[config.mk]
export PLATFORM = sky130hd
export DESIGN_NAME = dns_a_record_parser
export DESIGN_NICKNAME = d
export VERILOG_FILES = /design/src/dnsa_pkg.sv /design/src/dnsa_in_reg.sv /design/src/dnsa_parse.sv /design/src/dnsa_out_reg.sv /design/src/dns_a_record_parser.sv
export SDC_FILE = /design/constraint.sdc
export NUM_CORES = 1
export LEC_CHECK = 0
export ABC_AREA = 0
export BUFFER_PORTS_ARGS = -buffer_cell sky130_fd_sc_hd__buf_2
export CAP_MARGIN = 20
export CORE_MARGIN = 2
export CORE_UTILIZATION = 40
export CTS_CLUSTER_SIZE = 12
export DETAILED_ROUTE_END_ITERATION = 16
export GPL_ROUTABILITY_DRIVEN = 0
export PLACE_DENSITY_LB_ADDON = 0.15
export SETUP_SLACK_MARGIN = 0.1
export SLEW_MARGIN = 20
export SYNTH_ARGS = -nofsm -noshare
export SYNTH_HDL_FRONTEND = slang
export SYNTH_HIERARCHICAL = 1
export SYNTH_SLANG_ARGS = --single-unit
[constraint.sdc]
create_clock -name clk_i -period 5.69 [get_ports clk_i]
set_clock_uncertainty 0.05 [all_clocks]
set_input_delay 0.2845 -clock clk_i [delete_from_list [all_inputs] [get_ports clk_i]]
set_output_delay 0.2845 -clock clk_i [all_outputs]
set_load 0.02 [all_outputs]
[src/dnsa_pkg.sv]
package dnsa_pkg;

  localparam int unsigned MaxBytes  = 512;
  localparam int unsigned MaxLabels = 64;
  localparam int unsigned CntW      = 10;
  localparam int unsigned HopW      = 7;

  localparam logic [7:0]  PtrMask   = 8'hC0;
  localparam logic [7:0]  RcodeMask = 8'h0F;
  localparam logic [15:0] QFixLen   = 16'd4;
  localparam logic [15:0] AFixLen   = 16'd10;
  localparam logic [15:0] TypeA     = 16'd1;
  localparam logic [15:0] ClassIn   = 16'd1;
  localparam logic [15:0] Ipv4Len   = 16'd4;

  typedef struct packed {
    logic [7:0] data;
    logic       last;
  } item_t;

  typedef struct packed {
    logic        found;
    logic [31:0] ip;
  } res_t;

endpackage

[src/dnsa_in_reg.sv]
module dnsa_in_reg (
  input  logic           clk_i,
  input  logic           rst_ni,
  input  logic           in_valid_i,
  input  logic [7:0]     data_byte_i,
  input  logic           last_byte_i,
  output logic           in_stall_o,
  input  logic           drain_i,
  output logic           vld_o,
  output dnsa_pkg::item_t item_o
);

  logic            vld_q, vld_d;
  dnsa_pkg::item_t item_q;
  logic            load;

  assign in_stall_o = vld_q & ~drain_i;
  assign load       = in_valid_i & ~in_stall_o;
  assign vld_d      = load | (vld_q & ~drain_i);

  always_ff @(posedge clk_i or negedge rst_ni) begin
    if (!rst_ni) begin
      vld_q <= 1'b0;
    end else begin
      vld_q <= vld_d;
    end
  end

  always_ff @(posedge clk_i) begin
    if (load) begin
      item_q.data <= data_byte_i;
      item_q.last <= last_byte_i;
    end
  end

  assign vld_o  = vld_q;
  assign item_o = item_q;

  a_drain_needs_item: assert property (@(posedge clk_i) disable iff (!rst_ni)
    drain_i |-> vld_q) else $error("drain without a held byte");

endmodule

[src/dnsa_parse.sv]
module dnsa_parse (
  input  logic            clk_i,
  input  logic            rst_ni,
  input  logic            cfg_we_i,
  input  logic [15:0]     cfg_wdata_i,
  input  logic            take_i,
  input  dnsa_pkg::item_t item_i,
  output logic            res_vld_o,
  output dnsa_pkg::res_t  res_o
);

  localparam logic [3:0] PhHdr   = 4'd0;
  localparam logic [3:0] PhQLen  = 4'd1;
  localparam logic [3:0] PhQBody = 4'd2;
  localparam logic [3:0] PhQPtr  = 4'd3;
  localparam logic [3:0] PhQFix  = 4'd4;
  localparam logic [3:0] PhALen  = 4'd5;
  localparam logic [3:0] PhABody = 4'd6;
  localparam logic [3:0] PhAPtr  = 4'd7;
  localparam logic [3:0] PhAFix  = 4'd8;
  localparam logic [3:0] PhRdata = 4'd9;
  localparam logic [3:0] PhOk    = 4'd10;
  localparam logic [3:0] PhFail  = 4'd11;

  logic [15:0]                   exp_id_q;
  logic [3:0]                    phase_q, phase_d;
  logic [dnsa_pkg::CntW-1:0]     cnt_q, cnt_d;
  logic [15:0]                   fl_q, fl_d;
  logic [15:0]                   ans_q, ans_d;
  logic [dnsa_pkg::HopW-1:0]     hops_q, hops_d;
  logic [15:0]                   rtype_q, rtype_d;
  logic [15:0]                   rclass_q, rclass_d;
  logic [15:0]                   rdlen_q, rdlen_d;
  logic [31:0]                   acc_q, acc_d;
  logic                          res_vld_d;
  dnsa_pkg::res_t                res_d;

  logic [7:0]  c;
  logic        in_q_name;
  logic [3:0]  base;
  logic [15:0] fl_dec;
  logic [15:0] ans_dec;
  logic [15:0] rdlen_new;

  assign c         = item_i.data;
  assign in_q_name = (phase_q == PhQLen) || (phase_q == PhQBody) || (phase_q == PhQPtr);
  assign base      = in_q_name ? PhQLen : PhALen;
  assign fl_dec    = fl_q - 16'd1;
  assign ans_dec   = ans_q - 16'd1;
  assign rdlen_new = {rdlen_q[15:8], c};

  always_comb begin
    phase_d   = phase_q;
    cnt_d     = cnt_q;
    fl_d      = fl_q;
    ans_d     = ans_q;
    hops_d    = hops_q;
    rtype_d   = rtype_q;
    rclass_d  = rclass_q;
    rdlen_d   = rdlen_q;
    acc_d     = acc_q;
    res_vld_d = 1'b0;
    res_d     = '0;

    if (take_i) begin
      if (cnt_q < dnsa_pkg::CntW'(dnsa_pkg::MaxBytes)) begin
        cnt_d = cnt_q + 1'b1;
        unique case (phase_q)
          PhHdr: begin
            if (cnt_q == 10'd0 && c != exp_id_q[15:8]) begin
              phase_d = PhFail;
            end else if (cnt_q == 10'd1 && c != exp_id_q[7:0]) begin
              phase_d = PhFail;
            end else if (cnt_q == 10'd3 && (c & dnsa_pkg::RcodeMask) != 8'd0) begin
              phase_d = PhFail;
            end else if (cnt_q == 10'd6) begin
              ans_d = {c, 8'd0};
            end else if (cnt_q == 10'd7) begin
              ans_d = {ans_q[15:8], c};
            end else if (cnt_q == 10'd11) begin
              if (ans_q == 16'd0) begin
                phase_d = PhFail;
              end else begin
                phase_d = PhQLen;
                hops_d  = '0;
              end
            end
          end
          PhQLen, PhALen: begin
            if (hops_q >= dnsa_pkg::HopW'(dnsa_pkg::MaxLabels)) begin
              phase_d = PhFail;
            end else begin
              hops_d = hops_q + 1'b1;
              if (c == 8'd0) begin
                if (base == PhQLen) begin
                  phase_d = PhQFix;
                  fl_d    = dnsa_pkg::QFixLen;
                end else begin
                  phase_d = PhAFix;
                  fl_d    = dnsa_pkg::AFixLen;
                end
              end else if ((c & dnsa_pkg::PtrMask) == dnsa_pkg::PtrMask) begin
                phase_d = base + 4'd2;
              end else begin
                fl_d    = {8'd0, c};
                phase_d = base + 4'd1;
              end
            end
          end
          PhQBody, PhABody: begin
            fl_d = fl_dec;
            if (fl_dec == 16'd0) begin
              phase_d = base;
            end
          end
          PhQPtr: begin
            phase_d = PhQFix;
            fl_d    = dnsa_pkg::QFixLen;
          end
          PhAPtr: begin
            phase_d = PhAFix;
            fl_d    = dnsa_pkg::AFixLen;
          end
          PhQFix: begin
            fl_d = fl_dec;
            if (fl_dec == 16'd0) begin
              phase_d = PhALen;
              hops_d  = '0;
            end
          end
          PhAFix: begin
            if (fl_q == 16'd10) rtype_d  = {c, 8'd0};
            if (fl_q == 16'd9)  rtype_d  = {rtype_q[15:8], c};
            if (fl_q == 16'd8)  rclass_d = {c, 8'd0};
            if (fl_q == 16'd7)  rclass_d = {rclass_q[15:8], c};
            if (fl_q == 16'd2)  rdlen_d  = {c, 8'd0};
            if (fl_q == 16'd1)  rdlen_d  = rdlen_new;
            fl_d = fl_dec;
            if (fl_dec == 16'd0) begin
              if (rdlen_new == 16'd0) begin
                ans_d = ans_dec;
                if (ans_dec == 16'd0) begin
                  phase_d = PhFail;
                end else begin
                  phase_d = PhALen;
                  hops_d  = '0;
                end
              end else begin
                phase_d = PhRdata;
                fl_d    = rdlen_new;
                acc_d   = '0;
              end
            end
          end
          PhRdata: begin
            acc_d = {acc_q[23:0], c};
            fl_d  = fl_dec;
            if (fl_dec == 16'd0) begin
              if (rtype_q == dnsa_pkg::TypeA && rclass_q == dnsa_pkg::ClassIn &&
                  rdlen_q == dnsa_pkg::Ipv4Len) begin
                phase_d = PhOk;
              end else begin
                ans_d = ans_dec;
                if (ans_dec == 16'd0) begin
                  phase_d = PhFail;
                end else begin
                  phase_d = PhALen;
                  hops_d  = '0;
                end
              end
            end
          end
          default: begin
          end
        endcase
      end

      if (item_i.last) begin
        res_vld_d = 1'b1;
        res_d.found = (phase_d == PhOk);
        res_d.ip    = (phase_d == PhOk) ? acc_d : 32'd0;
        phase_d  = PhHdr;
        cnt_d    = '0;
        fl_d     = '0;
        ans_d    = '0;
        hops_d   = '0;
        rtype_d  = '0;
        rclass_d = '0;
        rdlen_d  = '0;
        acc_d    = '0;
      end
    end
  end

  always_ff @(posedge clk_i or negedge rst_ni) begin
    if (!rst_ni) begin
      exp_id_q <= '0;
      phase_q  <= PhHdr;
      cnt_q    <= '0;
      fl_q     <= '0;
      ans_q    <= '0;
      hops_q   <= '0;
      rtype_q  <= '0;
      rclass_q <= '0;
      rdlen_q  <= '0;
      acc_q    <= '0;
    end else begin
      if (cfg_we_i) begin
        exp_id_q <= cfg_wdata_i;
      end
      phase_q  <= phase_d;
      cnt_q    <= cnt_d;
      fl_q     <= fl_d;
      ans_q    <= ans_d;
      hops_q   <= hops_d;
      rtype_q  <= rtype_d;
      rclass_q <= rclass_d;
      rdlen_q  <= rdlen_d;
      acc_q    <= acc_d;
    end
  end

  assign res_vld_o = res_vld_d;
  assign res_o     = res_d;

  a_cnt_bound: assert property (@(posedge clk_i) disable iff (!rst_ni)
    cnt_q <= dnsa_pkg::CntW'(dnsa_pkg::MaxBytes)) else $error("byte count overran");

  a_clear_after_last: assert property (@(posedge clk_i) disable iff (!rst_ni)
    (take_i && item_i.last) |=> (phase_q == PhHdr && cnt_q == '0 && acc_q == '0))
    else $error("packet state not cleared after last byte");

  a_res_zero_ip: assert property (@(posedge clk_i) disable iff (!rst_ni)
    (res_vld_o && !res_o.found) |-> res_o.ip == 32'd0) else $error("ip set without a hit");

endmodule

[src/dnsa_out_reg.sv]
module dnsa_out_reg (
  input  logic           clk_i,
  input  logic           rst_ni,
  input  logic           res_vld_i,
  input  dnsa_pkg::res_t res_i,
  output logic           ready_o,
  output logic           out_valid_o,
  input  logic           out_stall_i,
  output logic           found_o,
  output logic [31:0]    ip_address_o
);

  logic           vld_q, vld_d;
  dnsa_pkg::res_t res_q;

  assign ready_o = ~vld_q | ~out_stall_i;
  assign vld_d   = res_vld_i | (vld_q & out_stall_i);

  always_ff @(posedge clk_i or negedge rst_ni) begin
    if (!rst_ni) begin
      vld_q <= 1'b0;
    end else begin
      vld_q <= vld_d;
    end
  end

  always_ff @(posedge clk_i) begin
    if (res_vld_i) begin
      res_q <= res_i;
    end
  end

  assign out_valid_o  = vld_q;
  assign found_o      = res_q.found;
  assign ip_address_o = res_q.ip;

  a_no_overwrite: assert property (@(posedge clk_i) disable iff (!rst_ni)
    res_vld_i |-> ready_o) else $error("result loaded over a held result");

endmodule

[src/dns_a_record_parser.sv]
// DNS response A-record parser.
// Input channel: one packet byte per transfer on data_byte_i, with
// last_byte_i set on the final byte. in_valid_i / in_stall_o handshake.
// Output channel: exactly one result per packet (found_o, ip_address_o),
// transferred on out_valid_o / out_stall_i after the last byte.
// Config: cfg_we_i writes cfg_wdata_i as the expected transaction id;
// write only while no packet is in flight.
// Throughput: one byte per cycle while in_stall_o is low. Each byte passes
// an input register and is then parsed by the header/name/record field logic.
// A result is loaded into the output register when the parser takes its last byte.
// When the receiver stalls with a result held, the block keeps taking
// non-final bytes; the next last byte waits in the input register until
// the output register frees, and in_stall_o rises meanwhile.
// Reset clears the parser to the start of a packet, empties both
// registers and sets the expected id to zero.
module dns_a_record_parser (
  input  logic        clk_i,
  input  logic        rst_ni,
  input  logic        cfg_we_i,
  input  logic [15:0] cfg_wdata_i,
  input  logic        in_valid_i,
  output logic        in_stall_o,
  input  logic [7:0]  data_byte_i,
  input  logic        last_byte_i,
  output logic        out_valid_o,
  input  logic        out_stall_i,
  output logic        found_o,
  output logic [31:0] ip_address_o
);

  logic            in_vld;
  dnsa_pkg::item_t in_item;
  logic            out_ready;
  logic            take;
  logic            res_vld;
  dnsa_pkg::res_t  res;

  assign take = in_vld & (~in_item.last | out_ready);

  dnsa_in_reg u_in_reg (
    .clk_i       (clk_i),
    .rst_ni      (rst_ni),
    .in_valid_i  (in_valid_i),
    .data_byte_i (data_byte_i),
    .last_byte_i (last_byte_i),
    .in_stall_o  (in_stall_o),
    .drain_i     (take),
    .vld_o       (in_vld),
    .item_o      (in_item)
  );

  dnsa_parse u_parse (
    .clk_i       (clk_i),
    .rst_ni      (rst_ni),
    .cfg_we_i    (cfg_we_i),
    .cfg_wdata_i (cfg_wdata_i),
    .take_i      (take),
    .item_i      (in_item),
    .res_vld_o   (res_vld),
    .res_o       (res)
  );

  dnsa_out_reg u_out_reg (
    .clk_i        (clk_i),
    .rst_ni       (rst_ni),
    .res_vld_i    (res_vld),
    .res_i        (res),
    .ready_o      (out_ready),
    .out_valid_o  (out_valid_o),
    .out_stall_i  (out_stall_i),
    .found_o      (found_o),
    .ip_address_o (ip_address_o)
  );

endmodule
# Word-level counts from Yosys, hierarchy flattened
# Cells that the tools add are included.
classes:
  order_cmp: 2
  n_reduce_logical: 42
  n_addsub: 6
  n_mux: 85
  eq_ne: 47
  n_bitwise: 13
ops:
  columns: ["operator", "n"]
  rows:
  - ["two-way mux 16 bit", 32]
  - ["two-way mux 32 bit", 4]
  - ["two-way mux 7 bit", 16]
  - ["two-way mux 4 bit", 22]
  - ["case mux 16 bit (5 select lines)", 1]
  - ["zero test 16 bit", 4]
  - ["case mux 32 bit (2 select lines)", 1]
  - ["== test 16 x 1 -> 1 bit (second input constant)", 3]
  - ["== test 16 x 4 -> 1 bit (second input constant)", 3]
  - ["case mux 16 bit (3 select lines)", 1]
  - ["case mux 7 bit (5 select lines)", 1]
  - ["== test 16 x 3 -> 1 bit (second input constant)", 2]
  - ["case mux 4 bit (8 select lines)", 1]
  - ["subtractor 16 x 1 -> 16 bit (second input constant)", 2]
  - ["inequality test 3 bit (second input constant)", 8]
  - ["AND reduction 11 bit", 2]
  - ["== test 10 x 3 -> 1 bit (second input constant)", 2]
  - ["two-way mux 10 bit", 2]
  - ["AND reduction 5 bit", 4]
  - ["inequality test 3 x 2 -> 1 bit (second input constant)", 6]
  - ["== test 16 x 2 -> 1 bit (second input constant)", 1]
  - ["== test 4 x 3 -> 1 bit (second input constant)", 4]
  - ["inequality test 8 bit", 2]
  - ["AND reduction 16 bit", 1]
  - ["37 further kinds", 70]
totals:
  output_inout_bits: 35
  inputBits: 30
  regBits: 193

# Logic depth before layout (Yosys ltp)
depth:
  depth_word: 13
  depth_mapped: 14

# By module
# The synthesis kept the hierarchy.
modules_own_cells:
  columns: ["module", "area_each_um2", "cells_each", "instances"]
  rows:
  - ["dnsa_parse", 8816.0, 937, 1]
  - ["dnsa_out_reg", 1027.2, 36, 1]
  - ["dnsa_in_reg", 327.8, 14, 1]
  - ["dns_a_record_parser", 11.3, 2, 1]

# Worst setup path before layout
# Ideal clock, no wire load.
synth_path:
  path_type: "reg-to-reg"
  startpoint: "register u_in_reg.item_q, in the netlist u_in_reg/item_o[1]"
  endpoint: "register u_out_reg.res_q, in the netlist u_out_reg/ip_address_o[14] (data pin)"
  arrival_ps: 3286
  path_stages_with_launch: 15
  synth_period_minus_slack_ps: 3486
  setup_slack_ps: 2204
  path_buffers: 3
  path_cell_list: "edfxtp_1 -> clkbuf_1 -> or4_1 -> nor2_1 -> ha_1 -> nor2b_1 -> o21ai_0 -> a21oi_1 -> o21a_1 -> a2111oi_2 -> nor3_1 -> or3_1 -> buf_2 -> buf_4 -> nor3_4"
synth_via:
  elab_chain_cells: 10
  word_cells_on_any_way: 24
synth_lines:
  columns: ["item", "line_no", "text"]
  rows:
  - ["start: declaration", "dnsa_in_reg.sv:14", "dnsa_pkg::item_t item_q;"]
  - ["nonzero test 8 bit", "dnsa_parse.sv:74", "end else if (cnt_q == 10'd3 && (c & dnsa_pkg::RcodeMask) != 8'd0) begin"]
  - ["logical AND 1 bit", "dnsa_parse.sv:74", null]
  - ["two-way mux 4 bit", "dnsa_parse.sv:74", null]
  - ["two-way mux 4 bit", "dnsa_parse.sv:72", "end else if (cnt_q == 10'd1 && c != exp_id_q[7:0]) begin"]
  - ["two-way mux 4 bit", "dnsa_parse.sv:70", "if (cnt_q == 10'd0 && c != exp_id_q[15:8]) begin"]
  - ["case mux 4 bit (8 select lines)", "dnsa_parse.sv:68", "unique case (phase_q)"]
  - ["two-way mux 4 bit", "dnsa_parse.sv:66", "if (cnt_q < dnsa_pkg::CntW'(dnsa_pkg::MaxBytes)) begin"]
  - ["two-way mux 4 bit", "dnsa_parse.sv:65", "if (take_i) begin"]
  - ["== test 4 bit", "dnsa_parse.sv:181", "res_d.ip = (phase_d == PhOk) ? acc_d : 32'd0;"]
  - ["AND reduction 3 bit (no line)", null, null]
  - ["end signal: assignment", "dnsa_out_reg.sv:29", "res_q <= res_i;"]
  - ["end: declaration", "dnsa_out_reg.sv:14", "dnsa_pkg::res_t res_q;"]
# Parallel ways exist; a longest one is shown, timed or not. The select of a mux whose other input is x is not followed.
# A chain may end at the register's enable or synchronous reset.

# Worst setup path in the final report
layout_path:
  startpoint: "register u_in_reg.item_q, in the netlist u_in_reg/item_o[8]"
  endpoint: "register u_out_reg.res_q, in the netlist u_out_reg/ip_address_o[1] (data pin)"
layout_via:
  elab_chain_cells: 9
  word_cells_on_any_way: 23
layout_lines:
  columns: ["item", "line_no"]
  rows:
  - ["inequality test 8 bit / == test 2 bit (equally long branches)", "dnsa_parse.sv:72, dnsa_parse.sv:102"]
  - ["logical AND 1 bit / two-way mux 4 bit (equally long branches)", "dnsa_parse.sv:72, dnsa_parse.sv:102"]
  - ["two-way mux 4 bit (on tied branches)", "dnsa_parse.sv:72, dnsa_parse.sv:94"]
  - ["two-way mux 4 bit (on tied branches)", "dnsa_parse.sv:70, dnsa_parse.sv:90"]
  - ["case mux 4 bit (8 select lines)", "dnsa_parse.sv:68"]
  - ["two-way mux 4 bit", "dnsa_parse.sv:66"]
  - ["two-way mux 4 bit", "dnsa_parse.sv:65"]
  - ["== test 4 bit", "dnsa_parse.sv:181"]
  - ["AND reduction 3 bit (no line)", null]
# Parallel ways exist; a longest one is shown, timed or not. The select of a mux whose other input is x is not followed.

==> impl_metrics.ini <==
[routing]
drc = 0
routed_wl_um = 28540
ant_nets = 0
via_count = 8107
drtPass1Iterations = 5
drt-vias-per-instance = 5.887
drtIter0Drc = 909
routedWlPerCell_um = 20.72

[cts]
cts_max_path_buffers = 2
clk_pin_slew_worst_paths_ps = 90
post_cts_resized = 0
numCtsBuffers = 17
cts_tree = yes
cts.sink_count = 193
cts.htree.levels = 4
postCtsSetupBuffers = 0
cts-root-buf = clkbuf_16
hold_buffers = 12
worst_skew_pair.late_latency_ps = 440

[worst_hold_path]
min_to = u_parse/exp_id_q[5]
hold_depth = 2
min_from = cfg_wdata_i[5]
hp-class = input pin to flop

[yosys]
ys_ff_latch = 193
syn-instance-count = 989
synth_warnings = 6
synth-edff-count = 42
synth-async-reset-ratio_pct = 78.24
netlist.area_leader.share_pct = 37.11
syn_nets = 1032
synth_area_um2 = 10180
yosysSeqAreaShare_pct = 49.50
synth_cell_types = 90
synthFlopType = dfrtp_1
avgSynthCellArea_um2 = 10.30
netlist_top_cells_area = dfrtp_1 37%, edfxtp_1 12%, o21ai_0 4.1%
yosysTopAreaCell = dfrtp_1

[setup_path]
cp-start-kind = flop
endpoint_kind = flop
r2r_start = u_in_reg/item_o[8]
reg2regPathDepth = 11
rr_endpoint = u_out_reg/ip_address_o[1]
r2r_slack_ps = 1390
crit_arrival_ps = 4530
crit_path_max_fanout = 33
required_ps = 5920
critical_path_class = flop to flop

[timing]
fin_crit_ps = 4303
slew_viol_final = 0
rsz0062_at_grt = false
fin_crit_sh_pct = 75.62
tightest_slew_ps = 1112
worst_hold_slack_ps = 16.86
setup_viol = 0
max_freq_mhz = 232.4
tns_ps = 0
relSlewSlack_pct = 25.90
hold_viol = 0

[layout]
regArea_um2 = 5040
layout_commonest_cell = dfrtp_1
diodes = 0
layout_common_cells = 151 x dfrtp_1, 83 x o21ai_0, 68 x nand2_1
multi_input_area_um2 = 4727
nets = 1077
drive_above_1_share_pct = 17.77
area_delta_synth_final_pct = 12.56
fillers = 2418

[grt]
grt_pass1_wl_um = 45620
grt_pass1_vias = 7833
grt.total_usage_pct = 22.20
grt_max_degree = 57
grt_util_met1_pct = 33.57
grtUsageMet2_pct = 32.32
grt-ovfl-total = 0
busiest_layer = met1
antenna_found_initial = 0
grt_use_met3_pct = 3.936

[placed_design]
port_buffers = 64
place_hpwl_um = 19920

[run]
cap_violations = 0

[power]
p_per_area_nw_per_um2 = 433.9
finalPower_uw = 4973
p_leak_uw = 0.004519
ir_worst_vdd_mv = 0.3234

[floorplanning]
initial_core_util_pct = 40.55
coreArea_um2 = 25110
rows = 58
ios = 65
die_x_um = 163.6
chipHeight_um = 163.6
die-area_um2 = 26750

[outcome]
status = complete, no violations
cells in the mapped netlist, types with 4 or more instances:
library cell and count:
a211oi_1 5, a21o_1 4, a21oi_1 37, a22o_1 40, a22oi_1 45, a31oi_1 8
and2_1 6, and3_1 5, buf_2 8, buf_4 4, clkbuf_1 47, dfrtp_1 151
edfxtp_1 42, ha_1 13, inv_1 28, mux2_2 17, nand2_1 68, nand2b_1 10
nand3_1 25, nand4_1 18, nor2_1 62, nor2b_1 16, nor3_1 22, nor3_2 29
nor4_1 22, nor4b_1 9, o211ai_1 4, o21ai_0 84, o21ai_1 5, o22ai_1 6
o2bb2ai_1 9, o31ai_1 16, o41ai_1 8, or3_1 7, or4_1 7, xnor2_1 23
xor2_1 7
metrics by stage:
| step | cells | area, um^2 | worst slack (ps) | util [%] |
|---|---|---|---|---|
| final | 1377 | 11460 | 1387 | 45.64 |
| after global routing | 1377 | 11460 | 1084 | 45.64 |
| after CTS | 1377 | 11460 | 1438 | 45.64 |
| after detailed placement | 1333 | 10720 | 1480 | 42.71 |
| after global placement | 1333 | 10720 | 1576 | 42.71 |
| after floorplan | 989 | 10180 | 2204 | - |
sequential cells by signal (all words and copies together) (netlist names), 4 cells and up:
name and cells:
u_out_reg/ip_address_o 32, u_parse/rclass_q 16, u_parse/exp_id_q 16, u_parse/acc_q 32, u_in_reg/item_o 9, u_parse/rdlen_q 16
u_parse/fl_q 16, u_parse/hops_q 7, u_parse/ans_q 16, u_parse/cnt_q 10, u_parse/rtype_q 16, u_parse/phase_q 4
final cells by class:
class                      count  share of cell area [%]
inverter                      30                  0.9825
clock buffer                  17                   3.712
tap                          330                   3.603
clock inverter                15                   1.670
timing repair buffer          90                   4.814
multi-input combinational    702                   41.24
sequential                   193                   43.97
how the worst max path moves through the flow:
stage | startpoint | to | cells after the start
floorplan | u_in_reg/item_o[1] | u_out_reg/ip_address_o[14] | 14
global placement | u_in_reg/item_o[8] | u_out_reg/ip_address_o[2] | 11
detailed placement | u_in_reg/item_o[8] | u_out_reg/ip_address_o[1] | 11
CTS | u_in_reg/item_o[3] | u_out_reg/ip_address_o[1] | 11
global route | u_parse/ans_q[0] | u_out_reg/ip_address_o[0] | 10
finish | u_in_reg/item_o[8] | u_out_reg/ip_address_o[1] | 11
metal layers:
metal	routed length, um	vias up
met1	13780	3978
met3	1594	41
met5	0	-
li1	-	3830
met4	557	0
met2	12600	258
cell families after synthesis:
kind of cell / after synthesis / synth area share [%]
and+or+nand+nor: 334 / 19.27
AOI/OAI and AO/OA: 307 / 20.91
DFF: 193 / 49.50
buffers and inverters: 94 / 4.166
xor gates and xnor gates: 30 / 2.580
muxes: 17 / 1.880
adders and majority gates: 14 / 1.696
report_power, final:
part	internal [uW]	leakage (uW)	switching, uW
Combinational	638	0.00179	1220
Clock	608	0.000299	644
Sequential	1600	0.00243	259
critical path: stages (launching register included):
cell	delay [ps]
edfxtp_1	660
or4_1	640
nor2_1	270
ha_1	290
nor2b_1	120
o21ai_0	140
a21oi_1	110
o21a_1	230
a2111oi_2	330
nor3_1	120
or3_2	830
nor3_1	310
No activity file was read; power rests on OpenSTA's default activity.
